[src/design/bqs_pkg.sv]
`default_nettype none
package bqs_pkg;
  localparam int MaxThrows = 256;
  localparam int IdxW = $clog2(MaxThrows);
  localparam int CntW = $clog2(MaxThrows + 1);
  localparam int DataW = 32;
  localparam int QDepth = 2;

  // floor(n*num/100000) as (n * ceil(num*2^26/100000)) >> 26, exact while n*100000 < 2^26
  localparam int MulShift = 26;
  localparam int MulW = 26;
  localparam logic [MulW-1:0] Tail1Mul = 26'd10646822;
  localparam logic [MulW-1:0] Tail1UpMul = 26'd56462043;
  localparam logic [MulW-1:0] Tail2Mul = 26'd1526727;
  localparam logic [MulW-1:0] Tail2UpMul = 26'd65582138;

  typedef struct packed {
    logic signed [DataW-1:0] sample_value;
    logic is_last;
  } in_beat_t;

  typedef struct packed {
    logic signed [DataW-1:0] median_value;
    logic signed [DataW-1:0] low_one_sigma;
    logic signed [DataW-1:0] high_one_sigma;
    logic signed [DataW-1:0] low_two_sigma;
    logic signed [DataW-1:0] high_two_sigma;
    logic overflowed;
  } out_beat_t;

  // command from front to back
  typedef struct packed {
    logic signed [DataW-1:0] value;
    logic insert;
    logic emit;
    logic drop;
  } cmd_t;
endpackage
`default_nettype wire

[src/design/bqs_if.sv]
`default_nettype none
interface bqs_in_if;
  import bqs_pkg::*;
  logic valid;
  logic ready;
  in_beat_t data;
  modport source(output valid, output data, input ready);
  modport sink(input valid, input data, output ready);
endinterface

`default_nettype wire

[src/design/bqs_front.sv]
`default_nettype none
module bqs_front (
  input  wire logic clk,
  input  wire logic rst,
  bqs_in_if.sink in_ch,
  output bqs_pkg::cmd_t cmd,
  output logic cmd_valid,
  input  wire logic cmd_ready
);
  import bqs_pkg::*;
  logic [CntW-1:0] count;
  logic full;
  assign full = (count == CntW'(MaxThrows));
  assign in_ch.ready = cmd_ready;
  assign cmd_valid = in_ch.valid;
  always_comb begin
    cmd.value = in_ch.data.sample_value;
    cmd.insert = !full;
    cmd.drop = full;
    cmd.emit = in_ch.data.is_last;
  end
  always_ff @(posedge clk) begin
    if (rst) begin
      count <= '0;
    end else if (in_ch.valid && cmd_ready) begin
      if (in_ch.data.is_last) count <= '0;
      else if (!full) count <= count + 1'b1;
    end
  end
endmodule
`default_nettype wire

[src/flat_wrapper.sv]
// flat-port wrapper written by rule: the top's interface ports become plain ports
module bqs_front_flat import bqs_pkg::*;
  (clk, rst, cmd, cmd_valid, cmd_ready, in_ch_valid, in_ch_data, in_ch_ready);
  bqs_in_if in_ch_i ();
  input  wire logic clk;
  input  wire logic rst;
  output bqs_pkg::cmd_t cmd;
  output logic cmd_valid;
  input  wire logic cmd_ready;
  input wire logic [$bits(in_ch_i.valid)-1:0] in_ch_valid;
  input wire logic [$bits(in_ch_i.data)-1:0] in_ch_data;
  output wire logic [$bits(in_ch_i.ready)-1:0] in_ch_ready;
  assign in_ch_i.valid = in_ch_valid;
  assign in_ch_i.data = in_ch_data;
  assign in_ch_ready = in_ch_i.ready;
  bqs_front u_core (.clk(clk), .rst(rst), .in_ch(in_ch_i), .cmd(cmd), .cmd_valid(cmd_valid), .cmd_ready(cmd_ready));
endmodule
[config.mk]
export PLATFORM = sky130hd
export DESIGN_NAME = bqs_front_flat
export DESIGN_NICKNAME = d
export VERILOG_FILES = /design/src/design/bqs_pkg.sv /design/src/design/bqs_if.sv /design/src/design/bqs_front.sv /design/src/flat_wrapper.sv
export SDC_FILE = /design/constraint.sdc
export NUM_CORES = 1
export LEC_CHECK = 0
export BUFFER_PORTS_ARGS = -buffer_cell sky130_fd_sc_hd__buf_4
export CORE_MARGIN = 2
export CORE_UTILIZATION = 37
export DETAILED_ROUTE_END_ITERATION = 10
export PLACE_DENSITY = 0.85
export SLEW_MARGIN = 0
export SYNTH_ARGS = -nofsm -noshare
export SYNTH_HDL_FRONTEND = slang
export SYNTH_SLANG_ARGS = --single-unit
[constraint.sdc]
create_clock -name clk -period 1.9 [get_ports clk]
set_input_delay 0.285 -clock clk [delete_from_list [all_inputs] [get_ports clk]]
set_output_delay 0.285 -clock clk [all_outputs]
set_load 0.005 [all_outputs]
==> impl_metrics.json <==
{
  "cts_tree": "done",
  "crit_top_cell": "inv_1",
  "startpoint_type": "flip-flop",
  "dieWidth_um": 51.6,
  "grt_pass1_wl_um": 2570,
  "drt-pass1-iter-count": 4,
  "status": "finished clean",
  "antenna_found_initial": 0,
  "insertion_delay_ps": 260,
  "grt_usage": 0.129,
  "crit_required_ps": 1620,
  "io_pins": 74,
  "relSlewSlack": 0.760,
  "synthCells": 102,
  "hold_path_startpoint": "rst",
  "hold_buffers": 0,
  "final_common_cell": "buf_4",
  "max_freq_mhz": 572,
  "clockBufferDepth": 2,
  "critPathLaunch": "u_core.count[1]",
  "avgRoutedWirePerCell_um": 15.2,
  "drc_errors": 0,
  "largest_reg_flops": 9,
  "maxCapViolCount": 0,
  "synth_warnings": 0,
  "leakage_nw": 0.248,
  "dpl.cell_count": 102,
  "via_count": 609,
  "antenna_cells": 0,
  "r2r.worst_path.cells": 4,
  "crit_chain": "inv_1 -> ha_1 -> and4bb_2 -> nand2_1 -> inv_1 -> buf_4",
  "grt_max_degree": 13,
  "hold_violations": 0,
  "critPathKind": "reg2out",
  "fin_crit_ps": 1750,
  "area_growth_pct": -17.2,
  "ir_drop_v": 0.000307,
  "largestRegisters": "u_core.count x9",
  "fin_cells": 106,
  "die_y_um": 51.6,
  "die_area_um2": 2660,
  "num_rows": 17,
  "power_uw": 376,
  "layout.nets": 118,
  "r2r_slack_ps": 460,
  "syn_area_per_cell_um2": 8.21,
  "skew_ps": 3.24,
  "htree_levels": 1,
  "tightest_slew_ps": 356,
  "max_stage_delay_ps": 390,
  "cp_slowest_cell": "dfxtp_1",
  "power_density_nw_per_um2": 542,
  "cts_buffers": 3,
  "portBuffers": 9,
  "tns_ps": 0,
  "worst_setup_path_end_kind": "output port",
  "core_um2": 2170,
  "grt_pass1_vias": 553,
  "synth_top_area_cell": "buf_4",
  "hp-class": "in2reg",
  "clk_root_buffer_cell": "clkbuf_4",
  "syn_nets": 141,
  "whs_path_depth": 2,
  "ys_seq_elements": 9,
  "grt_remaining_overflow": 0,
  "netlist_area_um2": 837,
  "cts_sinks": 9,
  "yosysSeqAreaShare": 0.215,
  "critPathMaxFanout": 5,
  "ant_nets": 0,
  "finalMaxSlewViolations": 0,
  "period_share": 0.920,
  "top_register": "u_core.count",
  "gp_congestion": 0.823,
  "dp_hpwl_um": 1220,
  "arrival_ps": 1460,
  "rsz0062_at_grt": "no",
  "synth.distinct_cells": 28,
  "yosysTopAreaCellShare": 0.332,
  "viasPerCell": 5.75,
  "start_util": 0.386,
  "drt_wl_total_um": 1610,
  "synth.area.top_cells": "buf_4 33%, dfxtp_1 22%, a31oi_1 3.7%, or4_1 3.6%, nand2_1 3.1%",
  "layout_common_cells": "10 x buf_4, 8 x dfxtp_1, 7 x nand2_1",
  "drive_above_1_share": 0.256,
  "drtIter0Drc": 22,
  "timing.rr.start": "u_core.count[1]",
  "clk_pin_slew_worst_paths_ps": 60,
  "setup_viol": 0
}
-- worst paths after layout --
check / end
hold reg to reg: u_core.count[8]
setup / recovery: cmd[0]
hold / removal: u_core.count[5]
setup reg to reg: u_core.count[2]
-- worst max-delay path: cells and delay by family (launching register included) --
family,cells,cell delay (ps)
simple gates,2,390
buf+inv,3,260
fa+ha+maj,1,170
flops,1,390
-- logic make-up (layout without fill, tap and decap cells) --
kind of cell / Yosys count / after routing / synth area share
and+or+nand+nor: 29 / 29 / 0.236
buffers and inverters: 41 / 17 / 0.350
AOI/OAI and AO/OA: 21 / 21 / 0.169
adders and majority gates: 2 / 2 / 0.0299
DFF: 9 / 9 / 0.215
-- metal layers --
layer	vias to the layer above	global-route usage	wire length, µm
li1	288	-	-
met1	283	0.146	574
met2	26	0.192	798
met3	12	0.0661	185
met4	0	0.0789	53
met5	-	0	0
-- through the flow --
step	area, µm²	util	hold WS, ps	worst slack [ps]
4_1_cts	692	0.319	250	90.8
5_1_grt	693	0.319	257	23.8
3_5_place_dp	666	0.307	496	381
3_3_place_gp	666	0.307	474	439
2_1_floorplan	837	-	452	451
6_report	693	0.319	261	151
-- report_power, final --
group	total, mW	internal (mW)	switching, mW
sequential	0.192	0.190	0.00208
combinational	0.0353	0.0156	0.0197
clock	0.148	0.0810	0.0672
-- Yosys cell counts --
cell,n
o211a_1,1
and4bb_2,1
or3b_1,1
nand4_2,1
inv_1,3
o311ai_0,2
dfxtp_1,9
a31oi_1,5
a211o_1,2
a21oi_1,5
nand3b_2,1
clkbuf_1,1
nor4_2,1
nor2b_1,1
ha_1,2
and3_1,1
nand2_2,1
or4_1,4
buf_4,37
nor2_1,1
and2b_1,1
nand2_1,7
nand3_1,4
o21ai_0,5
or4b_1,1
or3_1,1
a311oi_2,1
nand4b_1,2
-- layout make-up --
| class | instances | area (µm²) |
|---|---|---|
| clock buffers | 4 | 26.3 |
| fillers | 248 | 1480 |
| inverters | 3 | 11.3 |
| multi-input cells | 52 | 364 |
| flip-flops and latches | 9 | 181 |
| well taps | 28 | 35.0 |
| repair buffers | 10 | 75.1 |
-- timing repair --
item,CTS,global route
endpoints found under the setup margin,0,1
endpoints found under the hold margin,0,0
gates resized for setup,0,1
buffers inserted,0,0
No activity file was read; power rests on OpenSTA's default activity.
