$ cat config.mk
export PLATFORM = sky130hd
export DESIGN_NAME = bqs_queue
export DESIGN_NICKNAME = d
export VERILOG_FILES = /design/src/design/bqs_pkg.sv /design/src/design/bqs_queue.sv
export SDC_FILE = /design/constraint.sdc
export NUM_CORES = 1
export LEC_CHECK = 0
export BUFFER_PORTS_ARGS = -buffer_cell sky130_fd_sc_hd__buf_2
export CORE_ASPECT_RATIO = 0.75
export CORE_MARGIN = 2
export CORE_UTILIZATION = 40
export CTS_CLUSTER_SIZE = 10
export DETAILED_ROUTE_END_ITERATION = 7
export GPL_ROUTABILITY_DRIVEN = 0
export PLACE_DENSITY = 0.73
export SYNTH_ARGS = -nofsm -noshare
export SYNTH_HDL_FRONTEND = slang
export SYNTH_SLANG_ARGS = --single-unit
$ cat constraint.sdc
create_clock -name clk -period 6.6 [get_ports clk]
set_clock_uncertainty 0.2 [all_clocks]
set_input_delay 0.66 -clock clk [delete_from_list [all_inputs] [get_ports clk]]
set_output_delay 0.66 -clock clk [all_outputs]
set_load 0.01 [all_outputs]
$ cat src/design/bqs_pkg.sv
`default_nettype none
package bqs_pkg;
  localparam int MaxThrows = 256;
  localparam int IdxW = $clog2(MaxThrows);
  localparam int CntW = $clog2(MaxThrows + 1);
  localparam int DataW = 32;
  localparam int QDepth = 2;

  // floor(n*num/100000) as (n * ceil(num*2^26/100000)) >> 26, exact while n*100000 < 2^26
  localparam int MulShift = 26;
  localparam int MulW = 26;
  localparam logic [MulW-1:0] Tail1Mul = 26'd10646822;
  localparam logic [MulW-1:0] Tail1UpMul = 26'd56462043;
  localparam logic [MulW-1:0] Tail2Mul = 26'd1526727;
  localparam logic [MulW-1:0] Tail2UpMul = 26'd65582138;

  typedef struct packed {
    logic signed [DataW-1:0] sample_value;
    logic is_last;
  } in_beat_t;

  typedef struct packed {
    logic signed [DataW-1:0] median_value;
    logic signed [DataW-1:0] low_one_sigma;
    logic signed [DataW-1:0] high_one_sigma;
    logic signed [DataW-1:0] low_two_sigma;
    logic signed [DataW-1:0] high_two_sigma;
    logic overflowed;
  } out_beat_t;

  // command from front to back
  typedef struct packed {
    logic signed [DataW-1:0] value;
    logic insert;
    logic emit;
    logic drop;
  } cmd_t;
endpackage
`default_nettype wire

$ cat src/design/bqs_queue.sv
`default_nettype none
module bqs_queue (
  input  wire logic clk,
  input  wire logic rst,
  input  bqs_pkg::cmd_t wr_cmd,
  input  wire logic wr_valid,
  output logic wr_ready,
  output bqs_pkg::cmd_t rd_cmd,
  output logic rd_valid,
  input  wire logic rd_ready
);
  import bqs_pkg::*;
  cmd_t slot [QDepth];
  logic [$clog2(QDepth)-1:0] wp, rp;
  logic [$clog2(QDepth):0] fill;
  assign wr_ready = fill != ($clog2(QDepth)+1)'(QDepth);
  assign rd_valid = fill != '0;
  assign rd_cmd = slot[rp];
  always_ff @(posedge clk) begin
    if (wr_valid && wr_ready) slot[wp] <= wr_cmd;
    if (rst) begin
      wp <= '0; rp <= '0; fill <= '0;
    end else begin
      if (wr_valid && wr_ready) wp <= wp + 1'b1;
      if (rd_valid && rd_ready) rp <= rp + 1'b1;
      fill <= fill + ($clog2(QDepth)+1)'(wr_valid && wr_ready)
                   - ($clog2(QDepth)+1)'(rd_valid && rd_ready);
    end
  end
endmodule
`default_nettype wire

==> metrics.yaml, run 1 <==
fin_crit_ns: 2.69
synth_top_area_share_pct: 75.7
hold_buffers: 0
powerDensity_mw_per_mm2: 336
gr-usage-met2_pct: 18.4
hold_class: "in2reg"
p_seq_share_pct: 54.0
setup-violations-final: 0
fillers: 599
placed_cells: 294
fmax_mhz: 371
grt_use_total_pct: 12.8
reg2reg_depth: 4
synth_cell_type_count: 23
p_comb_share_pct: 19.9
rows: 26
synth_nets: 178
clkPwrFrac_pct: 26.1
synth.most_common_cell: "edfxtp_1"
h-tree-depth: 3
r2r_slack_ns: 4.43
holdWs_ns: 0.299
drc_errors: 0
dpl.hpwl_um: 3030
met1_usage_pct: 16.5
hold_depth: 1
firstDrtPassIters: 4
core_mm2: 0.00677
hold_viol: 0
ant_nets: 0
cts_setup_buffers: 0
cts_tree: "yes"
async_flop_share_pct: 0
synth_seq_area_share_pct: 79.3
crit_arrival_ns: 1.83
drt_iter0_drc: 40
synth_ff_type: "edfxtp_1"
numCtsBuffers: 9
p_int_w: 0.000835
vias: 1462
root_buffer: "clkbuf_8"
dieArea_mm2: 0.00763
p_leak_nw: 1.28
cts_sinks: 75
die_w_um: 100
busiest_layer: "met2"
status: "completed"
p_total_w: 0.00115
cp_max_fo: 35
startpoint_type: "flip-flop"
synth_area_leaders: "edfxtp_1, mux2_2, dfxtp_1"
critPathCaptureType: "output port"
cts_buffer_depth: 2
synth_edf_count: 70
routed_wl_um: 4660
grt_pass1_vias: 1457
yosysTopAreaCell: "edfxtp_1"
worstMarginPinSlew_ns: 0.861
syn2layout_area_growth_pct: 22.9
ir_drop_mv: 0.168
nNetsFinal: 261
power.switching_w: 0.000311
grt_max_degree: 36
die-height_um: 76.2
drive_gt1_share_pct: 57.5
crit_type: "reg2out"
grt_pass1_wl_um: 7190
antenna_found_initial: 0
antenna_cells: 0
avgRoutedWirePerCell_um: 15.0
initial_core_util_pct: 41.0
slew-limit-headroom_pct: 42.6
maxCapViolations: 0
grt_overflow: 0
clk_pin_slew_ns: 0.07
design_area_mm2: 0.00341
insertion_delay_ns: 0.34
rsz0062_at_grt: "no"
ys_ff_latch: 75
grt_use_met3_pct: 7.80
syn_inst: 138
switching_share_pct: 27.2
post_dp_cell_area_mm2: 0.00324
timing.final.crit_share_pct: 40.8
yosysWarnings: 0
timing.setup.tns_ns: 0
synth_commonest_cells: "edfxtp_1, mux2_2, dfxtp_1, nor2_1, buf_2"
pin_count: 76
maxSlewViolCount: 0
cts_repair_resize_count: 0
stdcell_count: 310
syn_area_mm2: 0.00278
io_buffers: 75
crit_required_ns: 5.74
viasPerCell: 4.72
syn_avg_cell_area_um2: 20.1
logic make-up after synthesis:
| logic type | count (synthesis) | share of synthesized area (%) |
|---|---|---|
| flip-flops | 75 | 79.3 |
| multiplexers | 36 | 14.6 |
| AND/OR/NAND/NOR | 13 | 2.52 |
| AO/OA/AOI/OAI | 7 | 1.85 |
| buffers and inverters | 5 | 0.946 |
| XOR/XNOR | 1 | 0.316 |
| adder cells (fa/ha/maj) | 1 | 0.451 |
layer usage:
metal	routed length, µm	part of all wire, %
met1	2130	46
met4	38	0.82
met2	2020	43
met3	468	10
met5	0	0
cell usage in the layout (no fill, tap or decap), types with 2 or more instances in the layout:
master,n
dfxtp_1,4
edfxtp_1,70
clkinv_2,2
clkbuf_8,9
clkinvlp_4,3
nor2_1,5
o21ai_0,2
nor2b_1,2
mux2_2,35
buf_2,75
registers in the layout, summed over array words and instances, names as in the netlist, named ones only:
register	count
rp	1
slot	70
wp	1
fill	2
final cells by class:
| cell class | instances | area [µm²] | area share (%) |
|---|---|---|---|
| sequential | 75 | 2200 | 64.6 |
| multi-input combinational | 58 | 549 | 16.1 |
| timing repair buffer | 76 | 383 | 11.2 |
| clock buffer | 10 | 128 | 3.74 |
| tap | 84 | 105 | 3.08 |
| clock inverter | 6 | 41.3 | 1.21 |
| inverter | 1 | 3.75 | 0.110 |
worst paths after layout:
| kind | to | startpoint |
|---|---|---|
| hold reg to reg | flip-flop | rp |
| hold / removal | slot[0][14] | wr_cmd[14] |
| setup / recovery | rd_cmd[10] | flip-flop |
| setup reg to reg | slot[0][23] | fill[0] |
power by group through the flow:
| stage | registers [W] | logic [W] | clock network, W |
|---|---|---|---|
| floorplan | 0.000601 | 0.000166 | 0 |
| global placement | 0.000629 | 0.000227 | 0 |
| detailed placement | 0.000632 | 0.000229 | 0 |
| CTS | 0.000621 | 0.000231 | 0.000311 |
| global route | 0.000627 | 0.000247 | 0.000331 |
| finish | 0.000619 | 0.000228 | 0.000299 |
worst max-delay path, stage by stage, from the launching register on:
cell	delay (ns)
dfxtp_2	0.90
mux2_2	0.44
buf_2	0.14
per-stage QoR:
| step | util, % | setup slack, ns |
|---|---|---|
| after global placement | 47.9 | 4.25 |
| after global routing | 50.4 | 3.80 |
| after CTS | 50.4 | 3.86 |
| after floorplan | - | 4.44 |
| final | 50.4 | 3.91 |
| after detailed placement | 47.9 | 4.20 |
No activity file was read; power rests on OpenSTA's default activity.
==> run 2: changes to the inputs <==
--- a/config.mk
+++ b/config.mk
@@ -5,6 +5,7 @@
 export SDC_FILE = /design/constraint.sdc
 export NUM_CORES = 1
 export LEC_CHECK = 0
+export ABC_AREA = 1
 export BUFFER_PORTS_ARGS = -buffer_cell sky130_fd_sc_hd__buf_2
 export CORE_ASPECT_RATIO = 0.75
 export CORE_MARGIN = 2
@@ -12,7 +13,7 @@
 export CTS_CLUSTER_SIZE = 10
 export DETAILED_ROUTE_END_ITERATION = 7
 export GPL_ROUTABILITY_DRIVEN = 0
-export PLACE_DENSITY = 0.73
+export PLACE_DENSITY = 0.72
 export SYNTH_ARGS = -nofsm -noshare
 export SYNTH_HDL_FRONTEND = slang
 export SYNTH_SLANG_ARGS = --single-unit
==> constraint.sdc (replaced) <==
create_clock -name clk -period 2.5 [get_ports clk]
set_clock_uncertainty 0.2 [all_clocks]
set_input_delay 0.25 -clock clk [delete_from_list [all_inputs] [get_ports clk]]
set_output_delay 0.25 -clock clk [all_outputs]
set_load 0.01 [all_outputs]
==> run 2 against run 1 <==
Against the previous run:
- worst setup slack lost 3.5 ns
- combinational power rose to 4.6 times the previous value
- core utilization grew 6.8 points
- sequential share of layout area decreased by 9.0 points
- flip-flop and latch count is the same
- total power rose to 3.1 times the previous value
- non-clock buffer count grew 39
- first-iteration DRC count grew 60%
- die area is 5.0% higher
- worst hold slack lost 0.26 ns
- critical path type unchanged
- critical endpoint is now rd_cmd[31]
- largest cell class unchanged
==> metrics.yaml, run 2 <==
grt_max_degree: 25  # -31%
cts_buffer_depth: 2  # unchanged
insertion_delay_ns: 0.34  # about the same
cts_setup_buffers: 0  # unchanged
cp_max_fo: 18  # -49%
synth_area_leaders: "edfxtp_1, mux2_4, dfxtp_1"
regMostFlops: "slot"
final_util_pct: 57.2  # +6.8 points
crit_type: "reg2out"
synth_edf_count: 70  # unchanged
dieArea_mm2: 0.00801  # +5.0%
syn_inst: 145  # +5.1%
syn_area_mm2: 0.00292  # +5.3%
routed_wl_um: 5160  # +11%
synth_commonest_cells: "edfxtp_1, mux2_4, inv_1, nor2_1, nand2_1"
numCtsBuffers: 9  # unchanged
synth.most_common_cell: "edfxtp_1"
cts_repair_resize_count: 0  # unchanged
maxSlewViolCount: 0  # unchanged
regToRegStartpoint: "fill[1]"
worstMarginPinSlew_ns: 0.441  # -0.420 ns
grt_overflow: 0  # unchanged
synth_top_area_share_pct: 71.9  # -3.8 points
dpl.hpwl_um: 3270  # +8.1%
synth_cell_type_count: 16  # -30%
antenna_found_initial: 0  # unchanged
hold_class: "in2reg"
vias: 1606  # +9.8%
maxCapViolations: 0  # unchanged
root_buffer: "clkbuf_8"
max_stage_delay_ns: 0.42  # -0.48 ns
yosysWarnings: 0  # unchanged
crit_chain: "buf_4 > mux2_2 > buf_2"
rows: 26  # unchanged
avgRoutedWirePerCell_um: 14.0  # -7.1%
cp_slowest_cell: "dfxtp_2"
die-height_um: 78.0  # +2.5%
drc_errors: 0  # unchanged
rsz0062_at_grt: "no"
core_mm2: 0.00693  # +2.4%
crit_required_ns: 2.05  # -3.69 ns
cts_sinks: 75  # unchanged
die_w_um: 103  # +2.5%
status: "completed"
fmax_mhz: 479
hold_viol: 0  # unchanged
clk_pin_slew_ns: 0.07  # about the same
pin_count: 76  # unchanged
final_cell_mix: "buf_2, edfxtp_1, dlygate4sd3_1"
h-tree-depth: 3  # unchanged
setup-violations-final: 0  # unchanged
grt_use_total_pct: 14.0  # +1.3 points
powerDensity_mw_per_mm2: 902  # +170%
drt_iter0_drc: 64  # +60%
io_buffers: 75  # unchanged
ant_nets: 0  # unchanged
yosysTopAreaCell: "edfxtp_1"
timing.final.crit_share_pct: 83.5
reg2reg_to: "fill[1]"
async_flop_share_pct: 0  # unchanged
largestRegisters: "slot x70, fill x2"
viasPerCell: 4.34  # -8.0%
synth_nets: 185  # +3.9%
slew-limit-headroom_pct: 70.5  # +28 points
initial_core_util_pct: 42.2  # +1.1 points
crit_arrival_ns: 1.64  # -0.19 ns
ir_drop_mv: 0.477  # +180%
drive_gt1_share_pct: 49.3  # -8.3 points
ys_ff_latch: 75  # unchanged
stdcell_count: 370  # +19%
timing.setup.tns_ns: 0  # unchanged
reg2reg_depth: 9  # +5
firstDrtPassIters: 4  # unchanged
critPathCaptureType: "output port"
syn2layout_area_growth_pct: 35.7
syn_avg_cell_area_um2: 20.2  # +0.19%
placed_cells: 318  # +8.2%
p_leak_nw: 1.58  # +23%
r2r_slack_ns: 0.74  # -3.69 ns
grt_pass1_vias: 1684  # +16%
antenna_cells: 0  # unchanged
cts_tree: "yes"
fin_crit_ns: 2.09
holdWs_ns: 0.0434  # -0.256 ns
synth_seq_area_share_pct: 75.3  # -4.0 points
grt_pass1_wl_um: 8050  # +12%
largest_reg_flops: 70  # unchanged
final_common_cell: "buf_2"
endpoint: "rd_cmd[31]"
startpoint_type: "flip-flop"
nNetsFinal: 307  # +18%
synth_ff_type: "edfxtp_1"
==> run 2: report_power, final <==
group          internal, W  leakage, nW  total [W]  switching [W]
clock network     0.000452       0.0935   0.000866       0.000414
registers          0.00160        0.696    0.00167      0.0000704
logic             0.000533        0.791    0.00104       0.000511
total              0.00258         1.58    0.00358       0.000996
==> run 2: metal layers <==
layer	vias to the layer above	share of wire (%)	wire length (µm)	track usage, %
met1	753	42	2180	15.9
li1	781	-	-	-
met5	-	0	0	0
met2	63	48	2500	22.9
met4	0	1.7	87	5.60
met3	9	7.6	394	6.50
==> run 2: kinds of logic after synthesis <==
family / synth area share (%)
DFF: 75.3
muxes: 17.3
and+or+nand+nor: 2.78
buffers and inverters: 3.47
AOI/OAI and AO/OA: 0.342
xor gates and xnor gates: 0.300
adders and majority gates: 0.428
==> run 2: worst min path at each step <==
stage	startpoint	to	slack, ns	depth (start not counted)
after detailed placement	wr_cmd[32]	slot[0][32]	0.24	1
after global routing	wr_valid	wp	0.06	3
after floorplan	rst	fill[0]	0.12	1
final	wr_valid	wp	0.04	3
after CTS	wr_valid	wp	0.04	3
after global placement	wr_cmd[21]	slot[1][21]	0.24	1
==> run 2: repair_timing <==
action / CTS / global route
hold buffers: 36 / 0
endpoints found under the setup margin: 0 / 0
hold endpoints to repair: 73 / 0
==> run 2: metrics by stage <==
step | total power (W) | setup WS (ns) | instance area [µm²]
floorplan | 0.00240 | 0.372 | 2930
global placement | 0.00269 | 0.760 | 3420
detailed placement | 0.00270 | 0.742 | 3420
CTS | 0.00362 | 0.380 | 3970
global route | 0.00376 | 0.337 | 3970
finish | 0.00358 | 0.413 | 3970
==> run 2: worst max-delay path: cells and delay by family, from the launching register on <==
kind / cells / cell delay, ns
flip-flops: 1 / 0.42
buffers and inverters: 2 / 0.48
multiplexers: 1 / 0.39
==> run 2: area by class of cell <==
| class | count | area [µm²] |
|---|---|---|
| timing repair buffer | 115 | 791 |
| multi-input combinational | 58 | 634 |
| inverter | 8 | 30.0 |
| clock inverter | 6 | 56.3 |
| clock buffer | 10 | 128 |
| tap | 98 | 123 |
| sequential | 75 | 2200 |
| fill | 547 | 2960 |
==> run 3: changes to the inputs <==
--- a/config.mk
+++ b/config.mk
@@ -5,7 +5,7 @@
 export SDC_FILE = /design/constraint.sdc
 export NUM_CORES = 1
 export LEC_CHECK = 0
-export ABC_AREA = 1
+export ABC_AREA = 0
 export BUFFER_PORTS_ARGS = -buffer_cell sky130_fd_sc_hd__buf_2
 export CORE_ASPECT_RATIO = 0.75
 export CORE_MARGIN = 2
@@ -13,7 +13,7 @@
 export CTS_CLUSTER_SIZE = 10
 export DETAILED_ROUTE_END_ITERATION = 7
 export GPL_ROUTABILITY_DRIVEN = 0
-export PLACE_DENSITY = 0.72
+export PLACE_DENSITY = 0.73
 export SYNTH_ARGS = -nofsm -noshare
 export SYNTH_HDL_FRONTEND = slang
 export SYNTH_SLANG_ARGS = --single-unit
==> constraint.sdc (replaced) <==
create_clock -name clk -period 2.08 [get_ports clk]
set_clock_uncertainty 0.2 [all_clocks]
set_input_delay 0.208 -clock clk [delete_from_list [all_inputs] [get_ports clk]]
set_output_delay 0.208 -clock clk [all_outputs]
set_load 0.01 [all_outputs]
==> run 3 against run 2 <==
Against the previous run:
- worst setup slack got worse by 0.21 ns
- combinational power fell by 14%
- critical endpoint is now rd_cmd[4]
- first-iteration DRC count rose by 6.3%
- cell count fell by 5.7%
- total power rose by 7.5%
==> metrics.yaml, run 3 (synthesis gave the netlist of run 1 again) <==
status: "completed"
antenna_cells: 0  # unchanged
power.switching_w: 0.00101  # +1.4%
clkPwrFrac_pct: 27.7  # +3.5 points
cts_repair_resize_count: 0  # unchanged
powerDensity_mw_per_mm2: 1000  # +11%
final_cell_mix: "buf_2, edfxtp_1, dlygate4sd3_1"
vias: 1631  # +1.6%
core_mm2: 0.00677  # -2.3%
die_w_um: 100  # -2.4%
grt_pass1_vias: 1679  # -0.30%
maxCapViolations: 0  # unchanged
drc_errors: 0  # unchanged
grt_use_total_pct: 13.8  # -0.19 points
crit_type: "reg2out"
cp_max_fo: 19  # +1
final_common_cell: "buf_2"
p_leak_nw: 1.46  # -7.6%
insertion_delay_ns: 0.34  # about the same
grt_pass1_wl_um: 7890  # -2.1%
r2r_slack_ns: 0.33  # -0.41 ns
holdWs_ns: 0.0370  # -0.00643 ns
crit_arrival_ns: 1.47  # -0.17 ns
cts_buffer_depth: 2  # unchanged
worstMarginPinSlew_ns: 0.267  # -0.174 ns
rows: 26  # unchanged
finalWorstSetupSlack_ns: 0.203  # -0.210 ns
p_seq_share_pct: 49.1  # +2.5 points
fillers: 519  # -5.1%
io_buffers: 75  # unchanged
drt_iter0_drc: 68  # +6.3%
dieArea_mm2: 0.00763  # -4.8%
setup-violations-final: 0  # unchanged
critPathCaptureType: "output port"
startpoint_type: "flip-flop"
fin_crit_ns: 1.88
antenna_found_initial: 0  # unchanged
largest_reg_flops: 70  # unchanged
hold_viol: 0  # unchanged
grt_max_degree: 36  # +44%
firstDrtPassIters: 4  # unchanged
crit_required_ns: 1.67  # -0.38 ns
grt_overflow: 0  # unchanged
hold_class: "in2reg"
regMostFlops: "slot"
ir_drop_mv: 0.756  # +58%
cts_tree: "yes"
place_worst_setup_slack_ns: 0.350  # -0.392 ns
maxSlewViolCount: 0  # unchanged
pin_count: 76  # unchanged
drive_gt1_share_pct: 50.2  # +0.92 points
timing.setup.tns_ns: 0  # unchanged
p_comb_share_pct: 23.2  # -6.0 points
root_buffer: "clkbuf_8"
slew-limit-headroom_pct: 82.2  # +12 points
avgRoutedWirePerCell_um: 14.7  # +5.1%
nNetsFinal: 300  # -2.3%
routed_wl_um: 5120  # -0.83%
initial_core_util_pct: 41.0  # -1.1 points
fmax_mhz: 533
die-height_um: 76.2  # -2.4%
h-tree-depth: 3  # unchanged
rsz0062_at_grt: "no"
p_total_w: 0.00385  # +7.5%
numCtsBuffers: 9  # unchanged
cts_sinks: 75  # unchanged
p_int_w: 0.00284  # +9.9%
dpl.hpwl_um: 2900  # -11%
largestRegisters: "slot x70, fill x2"
switching_share_pct: 26.3  # -1.6 points
clk_pin_slew_ns: 0.08  # about the same
ant_nets: 0  # unchanged
viasPerCell: 4.67  # +7.7%
syn2layout_area_growth_pct: 38.5
timing.final.crit_share_pct: 90.2
[run 3: cell count changes in the layout (fill, tap and decap cells not counted), moves of 2 or more]
cell,before,now
clkinv_2,3,1
clkinvlp_4,1,4
inv_1,8,1
mux2_2,5,35
mux2_4,30,0
nand2_1,6,0
nand2_2,2,0
nor2_4,2,0
nor2b_1,0,2
o21ai_0,0,2
[run 3: metal layers]
layer,GRT usage (%),share of wire (%)
met3,5.78,6.7
met2,21.7,47
met4,4.52,0.84
met5,0,0
met1,17.4,46
[run 3: cell type report]
| type | instances | area, µm² | area share (%) |
|---|---|---|---|
| clock buffers | 9 | 124 | 3.22 |
| clock inverters | 7 | 68.8 | 1.79 |
| inverters | 1 | 3.75 | 0.0976 |
| multi-input cells | 58 | 549 | 14.3 |
| flip-flops and latches | 75 | 2200 | 57.3 |
| well taps | 84 | 105 | 2.73 |
| repair buffers | 115 | 791 | 20.6 |
[run 3: power groups by stage]
stage | combinational, W | sequential (W) | clock (W)
2_1_floorplan | 0.000526 | 0.00191 | 0
5_1_grt | 0.000970 | 0.00190 | 0.00116
3_5_place_dp | 0.000837 | 0.00192 | 0
4_1_cts | 0.000897 | 0.00189 | 0.00110
3_3_place_gp | 0.000831 | 0.00191 | 0
6_report | 0.000893 | 0.00189 | 0.00107
[run 3: worst max-delay path, cell delays in order (launching register included)]
cell     delay, ns
dfxtp_2       0.33
buf_4         0.27
mux2_2        0.38
buf_2         0.14
[run 3: repair_timing]
item / CTS / global route
endpoints found under the hold margin: 74 / 0
setup buffers: 0 / 0
hold buffers: 36 / 0
[run 3: path summary, 6_finish.rpt]
check / from / endpoint / cells past startpoint
worst max register to register: fill[1] / fill[1] / 6
worst max-delay path: flip-flop / rd_cmd[4] / 3
worst min register to register: rp / rp / 2
worst min-delay path: wr_valid / wp / 3
[run 3: stage by stage]
stage | cell area, µm² | cells | util [%]
5_1_grt | 3840 | 349 | 56.8
2_1_floorplan | 2780 | 138 | -
6_report | 3840 | 349 | 56.8
3_3_place_gp | 3290 | 297 | 48.7
4_1_cts | 3840 | 349 | 56.8
3_5_place_dp | 3290 | 297 | 48.7
